==> src/hdl/ple_pkg.sv <==
package ple_pkg;

   // Element width and the width of index fields carried to the cells.
   // Index fields are sized for the largest supported list (4096 entries).
   localparam int DATA_W = 32;
   localparam int POS_W  = 13;

   // Request operations (req_tuser)
   localparam logic [2:0] MODE_CLEAR   = 3'd0;
   localparam logic [2:0] MODE_INSERT  = 3'd1;
   localparam logic [2:0] MODE_DELETE  = 3'd2;
   localparam logic [2:0] MODE_LOCATE  = 3'd3;
   localparam logic [2:0] MODE_REVERSE = 3'd4;
   localparam logic [2:0] MODE_DEDUP   = 3'd5;

   // Per-cycle action of every cell in the row
   localparam logic [1:0] CELL_HOLD = 2'd0;  // keep contents
   localparam logic [1:0] CELL_INS  = 2'd1;  // open a slot at idx, shift up
   localparam logic [1:0] CELL_DEL  = 2'd2;  // close the slot at idx, shift down
   localparam logic [1:0] CELL_ROT  = 2'd3;  // shift down below idx, head lands at idx

   // Broadcast from the sequencer to the whole row
   typedef struct packed {
      logic [1:0]        op;
      logic              find;   // token chain carries match positions
      logic              wr;     // ROT: write head into cell idx
      logic [POS_W-1:0]  idx;
      logic [POS_W-1:0]  count;
      logic [DATA_W-1:0] val;
      logic [DATA_W-1:0] head;   // contents of cell 0
   } cell_ctrl_type;

endpackage

==> src/hdl/ple_cell.sv <==
module ple_cell #(
   parameter int INDEX = 0
) (
   input  logic                         clock,
   input  ple_pkg::cell_ctrl_type       ctrl,
   input  logic [ple_pkg::DATA_W-1:0]   left_data,
   input  logic [ple_pkg::DATA_W-1:0]   right_data,
   input  logic [ple_pkg::DATA_W-1:0]   right_tok,
   output logic [ple_pkg::DATA_W-1:0]   data,
   output logic [ple_pkg::DATA_W-1:0]   tok
);

   localparam logic [ple_pkg::POS_W-1:0] MY_IDX = ple_pkg::POS_W'(INDEX);

   logic [ple_pkg::DATA_W-1:0] data_ff, data_in;
   logic [ple_pkg::DATA_W-1:0] tok_ff, tok_in;
   logic                       in_list;
   logic                       src;
   logic [ple_pkg::DATA_W-1:0] own;

   always_comb begin
      data_in = data_ff;
      unique case (ctrl.op)
         ple_pkg::CELL_HOLD: data_in = data_ff;
         ple_pkg::CELL_INS: begin
            if (MY_IDX > ctrl.idx) begin
               data_in = left_data;
            end else if (MY_IDX == ctrl.idx) begin
               data_in = ctrl.val;
            end
         end
         ple_pkg::CELL_DEL: begin
            if (MY_IDX >= ctrl.idx) begin
               data_in = right_data;
            end
         end
         ple_pkg::CELL_ROT: begin
            if (MY_IDX < ctrl.idx) begin
               data_in = right_data;
            end else if (MY_IDX == ctrl.idx && ctrl.wr) begin
               data_in = ctrl.head;
            end
         end
         default: data_in = data_ff;
      endcase
   end

   // Token chain runs toward cell 0; the lowest source wins.
   // Locate: an empty cell sources 0, a matching cell its 1-based position.
   always_comb begin
      in_list = MY_IDX < ctrl.count;
      if (ctrl.find) begin
         src = !in_list || (data_ff == ctrl.val);
         own = in_list ? ple_pkg::DATA_W'(INDEX + 1) : '0;
      end else begin
         src = MY_IDX == ctrl.idx;
         own = data_ff;
      end
      tok_in = src ? own : right_tok;
   end

   always_ff @(posedge clock) begin
      data_ff <= data_in;
      tok_ff  <= tok_in;
   end

   assign data = data_ff;
   assign tok  = tok_ff;

endmodule

==> config.mk <==
export PLATFORM = sky130hd
export DESIGN_NAME = ple_cell
export DESIGN_NICKNAME = d
export VERILOG_FILES = /design/src/hdl/ple_pkg.sv /design/src/hdl/ple_cell.sv
export SDC_FILE = /design/constraint.sdc
export NUM_CORES = 1
export LEC_CHECK = 0
export BUFFER_PORTS_ARGS = -buffer_cell sky130_fd_sc_hd__buf_2
export CELL_PAD_IN_SITES_DETAIL_PLACEMENT = 1
export CELL_PAD_IN_SITES_GLOBAL_PLACEMENT = 1
export CORE_AREA = 3 3 110 112
export CTS_CLUSTER_DIAMETER = 150
export CTS_CLUSTER_SIZE = 24
export DETAILED_ROUTE_END_ITERATION = 10
export DIE_AREA = 0 0 113 115
export HOLD_SLACK_MARGIN = 0.02
export PLACE_DENSITY_LB_ADDON = 0.25
export SLEW_MARGIN = 25
export SYNTH_ARGS = -nofsm -noshare
export SYNTH_HDL_FRONTEND = slang
export SYNTH_SLANG_ARGS = --single-unit
export TNS_END_PERCENT = 30
==> constraint.sdc <==
create_clock -name clock -period 5.1 [get_ports clock]
set_input_delay 1.02 -clock clock [delete_from_list [all_inputs] [get_ports clock]]
set_output_delay 1.02 -clock clock [all_outputs]
set_load 0.05 [all_outputs]
* Word-level counts from Yosys, hierarchy flattened *
Index checks and enable logic that the tools add are counted.

operators by class
  $lt $le $gt $ge = 4
  equality and inequality tests = 7
  mux-type cells = 10
  bitwise logic cells = 1
  reduce and logical (&&, ||, !) cells = 6

operators with widths
  kind                                                                              number
  32-bit two-way mux                                                                7
  32-bit one-hot mux with 3 select lines                                            1
  32-bit == test                                                                    1
  1-bit by 13-bit < comparator with 1-bit output (first input constant)             2
  1-bit by 13-bit >= comparator with 1-bit output (first input constant)            1
  1-bit by 13-bit greater-than comparator with 1-bit output (first input constant)  1
  13-bit logical NOT                                                                1
  3-bit inequality test (second input constant)                                     2
  2-bit == test (second input constant)                                             2
  4-bit AND reduction                                                               1
  2-bit by 1-bit == test with 1-bit output (second input constant)                  1
  2-bit logical NOT                                                                 1
  1-bit two-way mux                                                                 2
  2-bit inequality test (second input constant)                                     1
  1-bit logical AND                                                                 1
  1-bit logical NOT                                                                 1
  1-bit logical OR                                                                  1
  1-bit NOT                                                                         1

storage, ports and cells
  bits in registers = 64
  bits of input ports = 191
  output and inout port bits = 64

* Longest topological paths before layout *
  depth in word-level cells = 5
  depth in mapped cells = 7
  mapped depth without buffers = 5

* Worst setup path after synthesis *
OpenSTA, ideal clock, no wires.

  path kind = in2reg
  from = input port ctrl[85] (netlist bit)
  to = register data_ff (netlist bit data[0]), enable pin
  library setup time = 0.419 ns
  arrival time = 3.338 ns
  setup slack = 1.344 ns
  stages on the path = 7
  path buffers = 2
  cell sequence = nor4_1 nand4_1 buf_6 nor2_8 buf_12 nor2_1 a211oi_2

between the ends
  longest elaborated chain between the ends = 4

RTL lines
  element                                                                                                 RTL line        source
  from (decl)                                                                                             ple_cell.sv:5   input ple_pkg::cell_ctrl_type ctrl,
  parallel branches: the longest is 3 deep, another holds 1-bit by 13-bit < comparator with 1-bit output  n/a
  4-bit AND reduction (no source line) (*)                                                                n/a
  to (signal assigned)                                                                                    ple_cell.sv:63  data_ff <= data_in;
  to (decl)                                                                                               ple_cell.sv:15  logic [ple_pkg::DATA_W-1:0] data_ff, data_in;

Mark *: on every way between the ends.
A chain may end at the register's enable or synchronous reset.

* Final worst setup path *
  from = input port ctrl[85] (netlist bit)
  to = register data_ff (netlist bit data[1]), enable pin

The elaborated chain is that of the path after synthesis.

==> results.py <==
metrics = {
    "status": {
        "outcome": "completed",
    },
    "clocking": {
        "cts.clk_slew.worst_paths_ns": 0.06,
        "root_buffer": "clkbuf_16",
        "cts.path.max_buffers": 2,
        "cts_tree": "built",
        "cts_made_buffers": 9,
        "ctsHoldBuffers": 0,
        "post_cts_buffers": 0,
        "clock_sinks": 64,
        "clock_latency_ns": 0.32,
        "post_cts_resized": 0,
        "htreeDepth": 3,
    },
    "floorplanning": {
        "core-area_um2": 11300,
        "io_pins": 255,
        "initial_utilization_pct": 30.2,
        "die-area_um2": 13000,
        "die_h_um": 115,
        "die_x_um": 113,
        "num_rows": 39,
    },
    "pwr": {
        "cell_internal_pwr_mw": 1.19,
        "p_clk_share_pct": 41.6,
        "seqPwrFrac_pct": 36.6,
        "total_power_mw": 1.66,
        "p_sw_uw": 479,
        "swShare_pct": 28.8,
        "p_comb_share_pct": 21.8,
        "vdd_ir_drop_max_mv": 0.160,
        "p_leak_nw": 2.33,
        "power_density_nw_per_um2": 334,
    },
    "layout": {
        "fin_nets": 715,
        "final_core_util_pct": 44.0,
        "drive_above_1_share_pct": 46.8,
        "stdcell_count": 671,
        "fin_area_um2": 4980,
        "final_cell_mix": "buf_2 (222), mux2i_1 (64), nor2_1 (36)",
        "mostFrequentLayoutCell": "buf_2",
        "area_growth_pct": 45.6,
        "n_antenna_cell": 0,
    },
    "worst_setup_path": {
        "crit_buf_inv": 4,
        "crit_fanout": 33,
        "startpoint_type": "input pin",
        "reg2reg_from": "data[17]",
        "slowest_delay_ns": 0.56,
        "crit_family": "buffers and inverters",
        "reg2regPathDepth": 5,
        "cpMaxStageDelayCell": "a211oi_4",
        "worst_ep_arrival_time_ns": 3.07,
        "r2r_slack_ns": 2.76,
        "critPathKind": "input pin to register",
        "r2r-end": "tok[23]",
        "crit_required_ns": 5.12,
        "crit_chain": "buf_2 -> nor4_1 -> nand4_1 -> buf_4 -> a211oi_4 -> buf_6 -> buf_12",
        "critPathCaptureType": "register",
    },
    "worst_hold_path": {
        "hold_end": "tok[27]",
        "hold_path_class": "register to register",
        "hp-start": "data[27]",
        "min_path_cells": 2,
    },
    "run": {
        "maxCapViolations": 0,
    },
    "grt": {
        "grt_pass1_vias": 3424,
        "antenna_found_initial": 0,
        "grt_max_degree": 41,
        "grt.overflow.total": 0,
        "grt_pass1_wl_mm": 17.8,
        "grtUsageTotal_pct": 17.8,
    },
    "place": {
        "placed_cells": 655,
        "place.gp.congestion": 0.746,
        "pre_cts_ws_ns": 1.43,
        "place.port_buffers": 222,
        "place_area_um2": 4630,
        "place_hpwl_mm": 9.41,
    },
    "detailed_routing": {
        "drc": 0,
        "vias": 3265,
        "route.met3.wl_um": 834,
        "detail-route-antenna-nets": 0,
        "drt_first_pass_iters": 4,
        "wl_per_cell_um": 17.8,
        "wl_met2_mm": 6.28,
        "viasPerCell": 4.87,
        "wl_mm": 12.0,
        "highest_layer": "met4",
        "drt_iter0_drc": 88,
        "met1Wirelength_mm": 4.69,
    },
    "synthesis": {
        "avgSynthCellArea_um2": 11.1,
        "syn-num-nets": 498,
        "synth_top_area_share_pct": 28.1,
        "synth_edf_count": 32,
        "yosysTopAreaCell": "edfxtp_1",
        "syn_inst": 307,
        "synth_ff_type": "edfxtp_1",
        "synthTopCellsByArea": "edfxtp_1 (28%), dfxtp_1 (19%), mux2i_1 (19%)",
        "ys_ff_latch": 64,
        "synth_area_um2": 3420,
        "ys_seq_area_share_pct": 46.8,
        "synth-warning-count": 0,
        "synthArstFlopShare_pct": 0,
        "ys_types": 23,
    },
    "sta": {
        "timing.setup.tns_ns": 0,
        "hold_viol": 0,
        "rsz0062_at_grt": "no",
        "hold_ws_ns": 0.618,
        "period_minus_slack_ns": 3.05,
        "setup_slack_ns": 2.05,
        "setup_violations": 0,
        "fin_crit_sh_pct": 59.8,
        "fmax_ghz": 0.328,
        "slew_viol_final": 0,
        "tightest_slew_ns": 1.01,
        "slew_headroom_pct": 32.8,
        "fin_skew_ns": 0.0101,
    },
}
## routing by layer
| layer | GRT usage, % | vias up |
|---|---|---|
| met4 | 4.81 | 0 |
| li1 | - | 1583 |
| met3 | 4.32 | 12 |
| met2 | 32.2 | 129 |
| met5 | 0 | - |
| met1 | 21.0 | 1541 |
## kinds of logic (layout without fill, tap and decap cells)
logic type / count (synthesis) / count (layout) / synth area share, %
AOI/OAI and AO/OA: 67 / 67 / 13.6
and+or+nand+nor: 57 / 57 / 8.30
muxes: 64 / 64 / 18.7
DFF: 64 / 64 / 46.8
buffers and inverters: 23 / 244 / 4.42
xor gates and xnor gates: 32 / 32 / 8.19
## tightest hold or removal path, stage by stage (launching register included)
cell and delay [ns]:
edfxtp_1 0.38, mux2i_1 0.08, o2bb2ai_1 0.13
## power by group through the flow
| stage | Clock, mW | Combinational, mW | Sequential (mW) |
|---|---|---|---|
| 6_report | 0.693 | 0.362 | 0.609 |
| 5_1_grt | 0.734 | 0.389 | 0.614 |
| 4_1_cts | 0.713 | 0.367 | 0.610 |
| 3_5_place_dp | 0 | 0.366 | 0.621 |
| 3_3_place_gp | 0 | 0.361 | 0.618 |
| 2_1_floorplan | 0 | 0.0894 | 0.753 |
## worst max path at each step
stage	from	to	slack, ns	depth (start not counted)
6_report	ctrl[85]	data[1]	2.05	7
5_1_grt	ctrl[85]	data[5]	1.89	8
3_5_place_dp	ctrl[85]	data[9]	1.43	7
4_1_cts	ctrl[85]	data[1]	1.76	6
3_3_place_gp	ctrl[78]	data[1]	1.47	6
2_1_floorplan	ctrl[85]	data[0]	1.34	7
## synthesized netlist by cell type (2+ instances only)
cell type  number
o2bb2ai_1      31
nand4_1        10
dfxtp_1        32
xnor2_1        32
nor3_1          2
mux2i_1        64
clkbuf_1        8
nor2_1         36
edfxtp_1       32
buf_12          3
nor4_1          5
buf_1           3
buf_2           6
a21oi_1        33
a211oi_1        2
## final cells by class
class / count / area (um2)
clock buffers: 13 / 280
clock inverters: 2 / 60.1
fillers: 1344 / 6340
inverters: 2 / 8.76
multi-input cells: 220 / 1690
flip-flops and latches: 64 / 1600
well taps: 143 / 179
repair buffers: 227 / 1160
## flip-flops by register name (all words and copies together) (netlist names)
name  cells
data     32
tok      32
Note: power is estimated with default switching activity, not from simulation.
