[src/hdl/ple_pkg.sv]
package ple_pkg;

   // Element width and the width of index fields carried to the cells.
   // Index fields are sized for the largest supported list (4096 entries).
   localparam int DATA_W = 32;
   localparam int POS_W  = 13;

   // Request operations (req_tuser)
   localparam logic [2:0] MODE_CLEAR   = 3'd0;
   localparam logic [2:0] MODE_INSERT  = 3'd1;
   localparam logic [2:0] MODE_DELETE  = 3'd2;
   localparam logic [2:0] MODE_LOCATE  = 3'd3;
   localparam logic [2:0] MODE_REVERSE = 3'd4;
   localparam logic [2:0] MODE_DEDUP   = 3'd5;

   // Per-cycle action of every cell in the row
   localparam logic [1:0] CELL_HOLD = 2'd0;  // keep contents
   localparam logic [1:0] CELL_INS  = 2'd1;  // open a slot at idx, shift up
   localparam logic [1:0] CELL_DEL  = 2'd2;  // close the slot at idx, shift down
   localparam logic [1:0] CELL_ROT  = 2'd3;  // shift down below idx, head lands at idx

   // Broadcast from the sequencer to the whole row
   typedef struct packed {
      logic [1:0]        op;
      logic              find;   // token chain carries match positions
      logic              wr;     // ROT: write head into cell idx
      logic [POS_W-1:0]  idx;
      logic [POS_W-1:0]  count;
      logic [DATA_W-1:0] val;
      logic [DATA_W-1:0] head;   // contents of cell 0
   } cell_ctrl_type;

endpackage

[src/hdl/ple_ctrl.sv]
module ple_ctrl #(
   parameter int CAPACITY = 128
) (
   input  logic                         clock,
   input  logic                         reset,
   input  logic                         req_valid,
   output logic                         req_ready,
   input  logic [2:0]                   req_mode,
   input  logic [7:0]                   req_position,
   input  logic [ple_pkg::DATA_W-1:0]   req_value,
   output logic                         rsp_valid,
   input  logic                         rsp_ready,
   output logic                         rsp_ok,
   output logic [ple_pkg::DATA_W-1:0]   rsp_removed_value,
   output logic [7:0]                   rsp_found_position,
   output logic [7:0]                   rsp_list_length,
   input  logic [ple_pkg::DATA_W-1:0]   head,
   input  logic [ple_pkg::DATA_W-1:0]   tok0,
   output ple_pkg::cell_ctrl_type       ctrl
);

   localparam int CW   = $clog2(CAPACITY + 1);
   localparam int CMPW = ((CW > 8) ? CW : 8) + 1;

   localparam logic ST_IDLE = 1'b0;
   localparam logic ST_RUN  = 1'b1;

   logic                       state_ff, state_in;
   logic [2:0]                 mode_ff, mode_in;
   logic [7:0]                 pos_ff, pos_in;
   logic [ple_pkg::DATA_W-1:0] val_ff, val_in;
   logic                       pass_ff, pass_in;
   logic [CW-1:0]              r_ff, r_in;
   logic [CW-1:0]              k_ff, k_in;
   logic [ple_pkg::DATA_W-1:0] last_ff, last_in;
   logic [CW-1:0]              count_ff, count_in;
   logic                       rvalid_ff, rvalid_in;
   logic                       rok_ff, rok_in;
   logic [ple_pkg::DATA_W-1:0] rrem_ff, rrem_in;
   logic [7:0]                 rfound_ff, rfound_in;
   logic [7:0]                 rlen_ff, rlen_in;

   logic            accept;
   logic [CMPW-1:0] pos_ext, cnt_ext;
   logic            ins_ok, del_ok;
   logic            keep;
   logic            out_free;
   logic [ple_pkg::POS_W-1:0] slot_idx;

   assign req_ready = state_ff == ST_IDLE;
   assign accept    = req_valid && req_ready;
   assign out_free  = !rvalid_ff || rsp_ready;

   assign pos_ext = CMPW'(req_position);
   assign cnt_ext = CMPW'(count_ff);
   assign ins_ok  = (req_position != 8'd0) && (pos_ext <= cnt_ext + CMPW'(1))
                    && (count_ff < CW'(CAPACITY));
   assign del_ok  = (req_position != 8'd0) && (pos_ext <= cnt_ext);

   assign keep     = (k_ff == '0) || (head != last_ff);
   assign slot_idx = ple_pkg::POS_W'(pos_ff) - ple_pkg::POS_W'(1);

   always_comb begin
      state_in  = state_ff;
      mode_in   = mode_ff;
      pos_in    = pos_ff;
      val_in    = val_ff;
      pass_in   = pass_ff;
      r_in      = r_ff;
      k_in      = k_ff;
      last_in   = last_ff;
      count_in  = count_ff;
      rvalid_in = rvalid_ff && !rsp_ready;
      rok_in    = rok_ff;
      rrem_in   = rrem_ff;
      rfound_in = rfound_ff;
      rlen_in   = rlen_ff;

      ctrl       = '0;
      ctrl.op    = ple_pkg::CELL_HOLD;
      ctrl.idx   = slot_idx;
      ctrl.count = ple_pkg::POS_W'(count_ff);
      ctrl.val   = val_ff;
      ctrl.head  = head;
      ctrl.find  = mode_ff == ple_pkg::MODE_LOCATE;

      unique case (state_ff)
         ST_IDLE: begin
            if (accept) begin
               state_in = ST_RUN;
               mode_in  = req_mode;
               pos_in   = req_position;
               val_in   = req_value;
               k_in     = '0;
               pass_in  = 1'b0;
               r_in     = '0;
               unique case (req_mode)
                  ple_pkg::MODE_INSERT: pass_in = ins_ok;
                  ple_pkg::MODE_DELETE: begin
                     pass_in = del_ok;
                     r_in    = del_ok ? CW'(CAPACITY) : '0;
                  end
                  ple_pkg::MODE_LOCATE: r_in = CW'(CAPACITY);
                  ple_pkg::MODE_REVERSE: begin
                     r_in = (count_ff < CW'(2)) ? '0 : count_ff - CW'(1);
                  end
                  ple_pkg::MODE_DEDUP: begin
                     pass_in = count_ff >= CW'(2);
                     r_in    = (count_ff < CW'(2)) ? '0 : count_ff;
                  end
                  default: pass_in = 1'b0;
               endcase
            end
         end
         ST_RUN: begin
            if (r_ff != '0) begin
               r_in = r_ff - CW'(1);
               if (mode_ff == ple_pkg::MODE_REVERSE) begin
                  ctrl.op  = ple_pkg::CELL_ROT;
                  ctrl.idx = ple_pkg::POS_W'(r_ff);
                  ctrl.wr  = 1'b1;
               end else if (mode_ff == ple_pkg::MODE_DEDUP) begin
                  ctrl.op  = ple_pkg::CELL_ROT;
                  ctrl.idx = ple_pkg::POS_W'(CW'(r_ff + k_ff - CW'(1)));
                  ctrl.wr  = keep;
                  if (keep) begin
                     k_in    = k_ff + CW'(1);
                     last_in = head;
                  end
               end
            end else if (out_free) begin
               state_in  = ST_IDLE;
               rvalid_in = 1'b1;
               rok_in    = 1'b0;
               rrem_in   = '0;
               rfound_in = '0;
               unique case (mode_ff)
                  ple_pkg::MODE_CLEAR: begin
                     count_in = '0;
                     rok_in   = 1'b1;
                  end
                  ple_pkg::MODE_INSERT: begin
                     rok_in = pass_ff;
                     if (pass_ff) begin
                        ctrl.op  = ple_pkg::CELL_INS;
                        count_in = count_ff + CW'(1);
                     end
                  end
                  ple_pkg::MODE_DELETE: begin
                     rok_in = pass_ff;
                     if (pass_ff) begin
                        ctrl.op  = ple_pkg::CELL_DEL;
                        count_in = count_ff - CW'(1);
                        rrem_in  = tok0;
                     end
                  end
                  ple_pkg::MODE_LOCATE: begin
                     rok_in    = 1'b1;
                     rfound_in = tok0[7:0];
                  end
                  ple_pkg::MODE_REVERSE: rok_in = 1'b1;
                  ple_pkg::MODE_DEDUP: begin
                     rok_in = 1'b1;
                     if (pass_ff) begin
                        count_in = k_ff;
                     end
                  end
                  default: rok_in = 1'b0;
               endcase
               rlen_in = 8'(count_in);
            end
         end
         default: state_in = ST_IDLE;
      endcase
   end

   always_ff @(posedge clock) begin
      if (reset) begin
         state_ff  <= ST_IDLE;
         count_ff  <= '0;
         rvalid_ff <= 1'b0;
      end else begin
         state_ff  <= state_in;
         count_ff  <= count_in;
         rvalid_ff <= rvalid_in;
      end
   end

   always_ff @(posedge clock) begin
      mode_ff   <= mode_in;
      pos_ff    <= pos_in;
      val_ff    <= val_in;
      pass_ff   <= pass_in;
      r_ff      <= r_in;
      k_ff      <= k_in;
      last_ff   <= last_in;
      rok_ff    <= rok_in;
      rrem_ff   <= rrem_in;
      rfound_ff <= rfound_in;
      rlen_ff   <= rlen_in;
   end

   assign rsp_valid          = rvalid_ff;
   assign rsp_ok             = rok_ff;
   assign rsp_removed_value  = rrem_ff;
   assign rsp_found_position = rfound_ff;
   assign rsp_list_length    = rlen_ff;

endmodule

[config.mk]
export PLATFORM = sky130hd
export DESIGN_NAME = ple_ctrl
export DESIGN_NICKNAME = d
export VERILOG_FILES = /design/src/hdl/ple_pkg.sv /design/src/hdl/ple_ctrl.sv
export SDC_FILE = /design/constraint.sdc
export NUM_CORES = 1
export LEC_CHECK = 0
export BUFFER_PORTS_ARGS = -buffer_cell sky130_fd_sc_hd__buf_2
export CAP_MARGIN = 30
export CORE_MARGIN = 5
export CORE_UTILIZATION = 52
export DETAILED_ROUTE_END_ITERATION = 8
export PLACE_DENSITY = 0.84
export SYNTH_ARGS = -nofsm -noshare
export SYNTH_HDL_FRONTEND = slang
export SYNTH_SLANG_ARGS = --single-unit
[constraint.sdc]
create_clock -name clock -period 4.6 [get_ports clock]
set_input_delay 0.23 -clock clock [delete_from_list [all_inputs] [get_ports clock]]
set_output_delay 0.23 -clock clock [all_outputs]
set_load 0.02 [all_outputs]
# Word level (Yosys, flattened, before mapping)
# Cells that the tools add are included.
[classes] addsub=8 n_lt_le_gt_ge=5 eq_ne=16 muxes=38 bitwise=3 reduce_logical=21
[op_table] op="8-bit 2-to-1 mux" count=13
[op_table] op="8-bit one-hot mux with 4 select lines" count=2
[op_table] op="14-bit 2-to-1 mux" count=4
[op_table] op="32-bit != test" count=1
[op_table] op="8-bit one-hot mux with 2 select lines" count=2
[op_table] op="8-bit by 1-bit subtractor with 8-bit output, second input constant" count=3
[op_table] op="8-bit by 1-bit adder with 8-bit output, second input constant" count=2
[op_table] op="8-bit nonzero test" count=2
[op_table] op="3-bit by 2-bit equality test with 1-bit output, second input constant" count=4
[op_table] op="3-bit equality test, second input constant" count=4
[op_table] op="2-bit 2-to-1 mux" count=6
[op_table] op="5-bit AND reduction" count=2
[op_table] op="8-bit by 1-bit adder with 9-bit output, second input constant" count=1
[op_table] op="8-bit by 9-bit <= comparator with 1-bit output" count=1
[op_table] op="8-bit by 1-bit subtractor with 9-bit output, second input constant" count=1
[op_table] op="8-bit adder" count=1
[op_table] op="8-bit by 2-bit greater-or-equal comparator with 1-bit output, second input constant" count=1
[op_table] op="8-bit <= comparator" count=1
[op_table] op="8-bit logical NOT" count=1
[op_table] op="8-bit by 2-bit less-than comparator with 1-bit output, second input constant" count=1
[op_table] op="8-bit less-than comparator, second input constant" count=1
[op_table] op="1-bit 2-to-1 mux" count=7
[op_table] op="3-bit by 1-bit equality test with 1-bit output, second input constant" count=2
[op_table] op="2-bit by 1-bit != test with 1-bit output, second input constant" count=3
[op_table] op="13 further kinds" count=25
[word_totals] register_bits=151 in_bits=111 output_inout_bits=145 word_cells=105

# Logic depth before layout (Yosys ltp)
[logic_depth] word_depth=7 depth_mapped=11 depth_no_buf=11

# Least setup slack after synthesis
# OpenSTA, ideal clock, no wires.
[synth_path] kind="register to register" startpoint="register state_ff" endpoint="register k_ff[0], enable pin" setup_ps=317 t_arrival_ps=2926 required_time_ps=4283 slack_ps=1357 stages_incl_launch_ff=4 path_buffers=1 period_less_slack_ps=3243 cell_sequence="dfxtp_1 -> clkbuf_1 -> nor2b_1 -> a31o_2"
[synth_via] elab_chain_cells=4 word_cells_on_any_way=8 classes_between="5 x eq/ne; 1 x bitwise; 2 x reduce/logical"
[synth_lines] item="start, declared" line="ple_ctrl.sv:28" source="logic state_ff, state_in;"
[synth_lines] item="start signal, assigned" line="ple_ctrl.sv:183" source="state_ff <= state_in;"
[synth_lines] item="1-bit inverter"
[synth_lines] item="1-bit logical AND" line="ple_ctrl.sv:51" source="assign accept = req_valid && req_ready;"
[synth_lines] item="2-bit by 1-bit != test with 1-bit output (no source line)"
[synth_lines] item="5-bit AND reduction (no source line) *"
[synth_lines] item="end signal, assigned" line="ple_ctrl.sv:195" source="k_ff <= k_in;"
[synth_lines] item="end, declared" line="ple_ctrl.sv:34" source="logic [CW-1:0] k_ff, k_in;"
# Every way passes the cells marked *; elsewhere a longest branch is shown, timed or not.
# A chain may end at the register's enable or synchronous reset.

==> results.md <==
Cells and area:
- Relative to the synthesized area, the layout overhead comes to 24.7%.
- 0 antenna diodes ended up in the layout.
- The share of post-route cells with drive strength above 1 is between 30% and 40%.
- Fill cells in the final layout number 1,131.
- For this run, the post-layout net count is 1,076.

Worst setup path:
- The worst setup path is captured at a primary output.
- The required time of the critical path is 4370 ps.
- In this run the worst path has a maximum fanout of 24.
- The worst endpoint data arrival time is 3200 ps.
- The worst setup path is launched from a flip-flop.
- For the worst flop-to-flop path, the logic depth is 8.
- The worst reg2reg path endpoint is count_ff[7].
- The critical path start-end classification is reg2out.
- The minimum setup slack among reg-to-reg paths is 1660 ps.
- The critical register-to-register path startpoint is r_ff[0].

Synthesis:
- The synthesized netlist occupies a cell area of 0.00802 mm^2.
- The most common cell in the netlist is sky130_fd_sc_hd__edfxtp_1.
- The synthesized design contains 141 enable-type register cells.
- The count of different cell masters after synthesis is 68.
- The mean post-synth cell area is 11.7 um^2.
- Of all flip-flops after synthesis, the portion carrying an async set or reset was 0%.
- The number of standard cells after synthesis is 686.
- Summed over its instances, the top area cell type makes up a little over half of the synthesized netlist area.
- The commonest cells after synthesis are sky130_fd_sc_hd__edfxtp_1, sky130_fd_sc_hd__xnor2_1, sky130_fd_sc_hd__inv_1.
- Among all flip-flop cells after synthesis, the most frequent one is sky130_fd_sc_hd__edfxtp_1.
- The post-synthesis sequential area ratio is 55.3%.
- Counting flops and latches in the post-synthesis netlist gives around 150.
- Yosys printed 0 warnings.
- After synthesis, the cell types taking the most area are sky130_fd_sc_hd__edfxtp_1, sky130_fd_sc_hd__xnor2_1, sky130_fd_sc_hd__ha_1.
- The most area-hungry cell type in the Yosys netlist is sky130_fd_sc_hd__edfxtp_1.

Hold path:
- The cell depth of the worst min-delay path is 1.
- The critical hold path startpoint is head[20].
- The worst hold endpoint is last_ff[20].
- The min-delay analysis places its worst path in the category in2reg.

Die:
- In this run the vertical extent of the chip is 134 um.
- The die width is 134 um.
- The floorplan step defined a die boundary enclosing ~0.018 mm^2.
- The total core area is around 0.015 mm^2.
- The starting density of the core is roughly 53%.
- The row count is 45.
- 256 I/O pins were placed.

Clock network:
- The number of buffers inserted by post-CTS setup repair is 0.
- The TritonCTS buffer count is 17.
- TritonCTS built the clock tree.
- The worst-skew pair later-pin latency is 420 ps.
- The maximum number of buffers from clock root to sink is 2.
- Clock-pin slew was measured on the worst setup and hold paths at 60 ps.
- The cell chosen for the clock root is sky130_fd_sc_hd__clkbuf_16.
- The clock sink count is approximately 150.
- The clock tree synthesis step divided the H-tree into 4 levels.
- The count of cells resized by post-cts repair is 0.

Global routing:
- The overall global routing resource usage is 23.1%.
- The first-pass GRT wire length is between 30,000 and 40,000 um.
- The met3 capacity usage during global routing is ~6.8%.
- The layer with the highest usage after global routing is met2.
- The initial antenna violation count is 0.
- The met2 demand-to-capacity share in global routing is 38.4%.
- The via count of the first global-routing pass is 6,234.
- The total congestion overflow is 0.
- Entering global routing, the biggest net connects 63 pins.
- For this run, global-route usage on met1 was measured as 28.1%.

STA:
- Headroom to the max-slew limit came out at 28.6%.
- Setup repair after global routing left no endpoint under its margin.
- For the final routed database, the setup TNS stands at 0 ps.
- The number of pins with negative max-slew slack in the final report came to 0.
- Static timing analysis puts the maximum clock frequency at 0.292 GHz.
- The setup slack after layout is 1170 ps.
- The portion of the clock cycle consumed by the worst path in the final layout is ~74%.
- The pin slew with the least headroom to its limit is around 1100 ps.
- The number of failing setup endpoints in the final timing report is 0.
- The final hold violation count is 0.
- For the finished layout, the period the worst path requires is 3430 ps.
- Across the routed clock network, the largest skew measured is 8.64 ps.

Routing:
- The final wirelength is between 20,000 and 25,000 um.
- The number of remaining DRC errors is 0.
- The first detailed-routing pass ran for 5 iterations.
- The residual antenna-violating net count after detailed routing is 0.
- The detailed router finished its first iteration with 650 violations.
- After detailed routing, the average wire length per cell comes to 18.8 um.
- The via-per-instance ratio is 5.55.
- Detailed routing inserted a total of 6,266 vias.

Power:
- In this run the static leakage power is 3.96 nW.
- The largest voltage drop on the vdd net is 0.261 mV.
- For this design the ratio of total power to cell area is ~350 mW/mm^2.

Placed design:
- Routability-driven placement finished with a final weighted congestion of 1.00.
- The detailed-placement wirelength estimate is 15,400 um.
- The worst slack at placement is roughly 1700 ps.
- In this run the tool buffered the top-level ports with 250 buffer cells.

Run:
- The tool flagged a number of max-cap violations equal to 0.

Outcome:
- The flow ran to the end, and the final reports show no timing, DRC or antenna violations.
placed cells by master (no fill, tap or decap), types with 17 or more instances in the layout:
master                          count
sky130_fd_sc_hd__o21ai_0           20
sky130_fd_sc_hd__inv_1             47
sky130_fd_sc_hd__clkbuf_16         17
sky130_fd_sc_hd__and2_1            43
sky130_fd_sc_hd__nor2_1            38
sky130_fd_sc_hd__nand2_1           25
sky130_fd_sc_hd__a21oi_1           26
sky130_fd_sc_hd__ha_1              35
sky130_fd_sc_hd__nand3_1           18
sky130_fd_sc_hd__xnor2_1           54
sky130_fd_sc_hd__dlygate4sd3_1     32
sky130_fd_sc_hd__buf_2            250
sky130_fd_sc_hd__edfxtp_1         141
state kept, by name, indices dropped and copies added (netlist names):
name,cells
count_ff,8
k_ff,8
last_ff,32
mode_ff,3
pass_ff,1
pos_ff,8
r_ff,8
rsp_found_position,8
rsp_list_length,8
rsp_ok,1
rsp_removed_value,32
rsp_valid,1
state_ff,1
val_ff,32
stage by stage:
step           cells  total power, mW  area (um^2)  util, %  hold slack, ps
2_1_floorplan    690             2.02         8030        -             329
3_3_place_gp    1066             2.18         9130     60.3             407
3_5_place_dp    1066             2.20         9130     60.3             408
4_1_cts         1129             3.50         9990     66.0            2.04
5_1_grt         1130             3.64        10000     66.0            4.62
6_report        1130             3.49        10000     66.0            23.2
per-layer routing:
metal | part of all wire (%) | wire [um]
met5 | 0 | 0
met4 | 3.3 | 696
met3 | 9.0 | 1920
met2 | 49 | 10500
met1 | 38 | 8110
logic make-up (layout without fill, tap and decap cells):
group | Yosys count | after routing | share of synthesized area (%)
AO/OA/AOI/OAI | 108 | 108 | 9.13
XOR/XNOR | 59 | 59 | 6.44
buffers and inverters | 113 | 365 | 7.57
adder cells (fa/ha/maj) | 36 | 36 | 5.71
multiplexers | 7 | 7 | 0.905
AND/OR/NAND/NOR | 211 | 211 | 14.9
flip-flops | 151 | 151 | 55.3
other | 1 | 5 | 0.0468
critical path: stages (launching register included):
cell and delay, ps:
sky130_fd_sc_hd__edfxtp_1 820, sky130_fd_sc_hd__nand3b_1 170, sky130_fd_sc_hd__a31oi_2 710, sky130_fd_sc_hd__inv_1 330, sky130_fd_sc_hd__nor4_1 360, sky130_fd_sc_hd__and3b_1 230, sky130_fd_sc_hd__buf_2 160
area by class of cell:
cell class / count / area (um^2) / area share, %
clock inverters: 14 / 120 / 1.20
inverters: 48 / 180 / 1.80
clock buffers: 18 / 429 / 4.29
well taps: 188 / 235 / 2.35
multi-input cells: 426 / 3010 / 30.1
flip-flops and latches: 151 / 4430 / 44.3
repair buffers: 285 / 1590 / 15.9
worst max path at each step:
stage,startpoint,depth (start not counted),endpoint,slack (ps)
final,mode_ff[2],6,ctrl[84],1170
after global routing,mode_ff[2],6,ctrl[84],940
after CTS,mode_ff[2],6,ctrl[84],1210
after detailed placement,mode_ff[2],6,ctrl[84],1680
after global placement,mode_ff[2],6,ctrl[84],1740
after floorplan,state_ff,3,k_ff[0],1360
where the power goes:
group	switching (mW)	total (mW)	internal [mW]	leakage, nW
Sequential	0.0517	1.62	1.57	1.35
Combinational	0.343	0.578	0.236	2.35
Clock	0.587	1.29	0.704	0.255
Total	0.981	3.49	2.51	3.96
what timing repair did:
| item | in CTS | in global routing |
|---|---|---|
| hold buffers | 31 | 1 |
| setup endpoints to repair | 0 | 0 |
| hold endpoints to repair | 31 | 1 |
No activity file was read; power rests on OpenSTA's default activity.
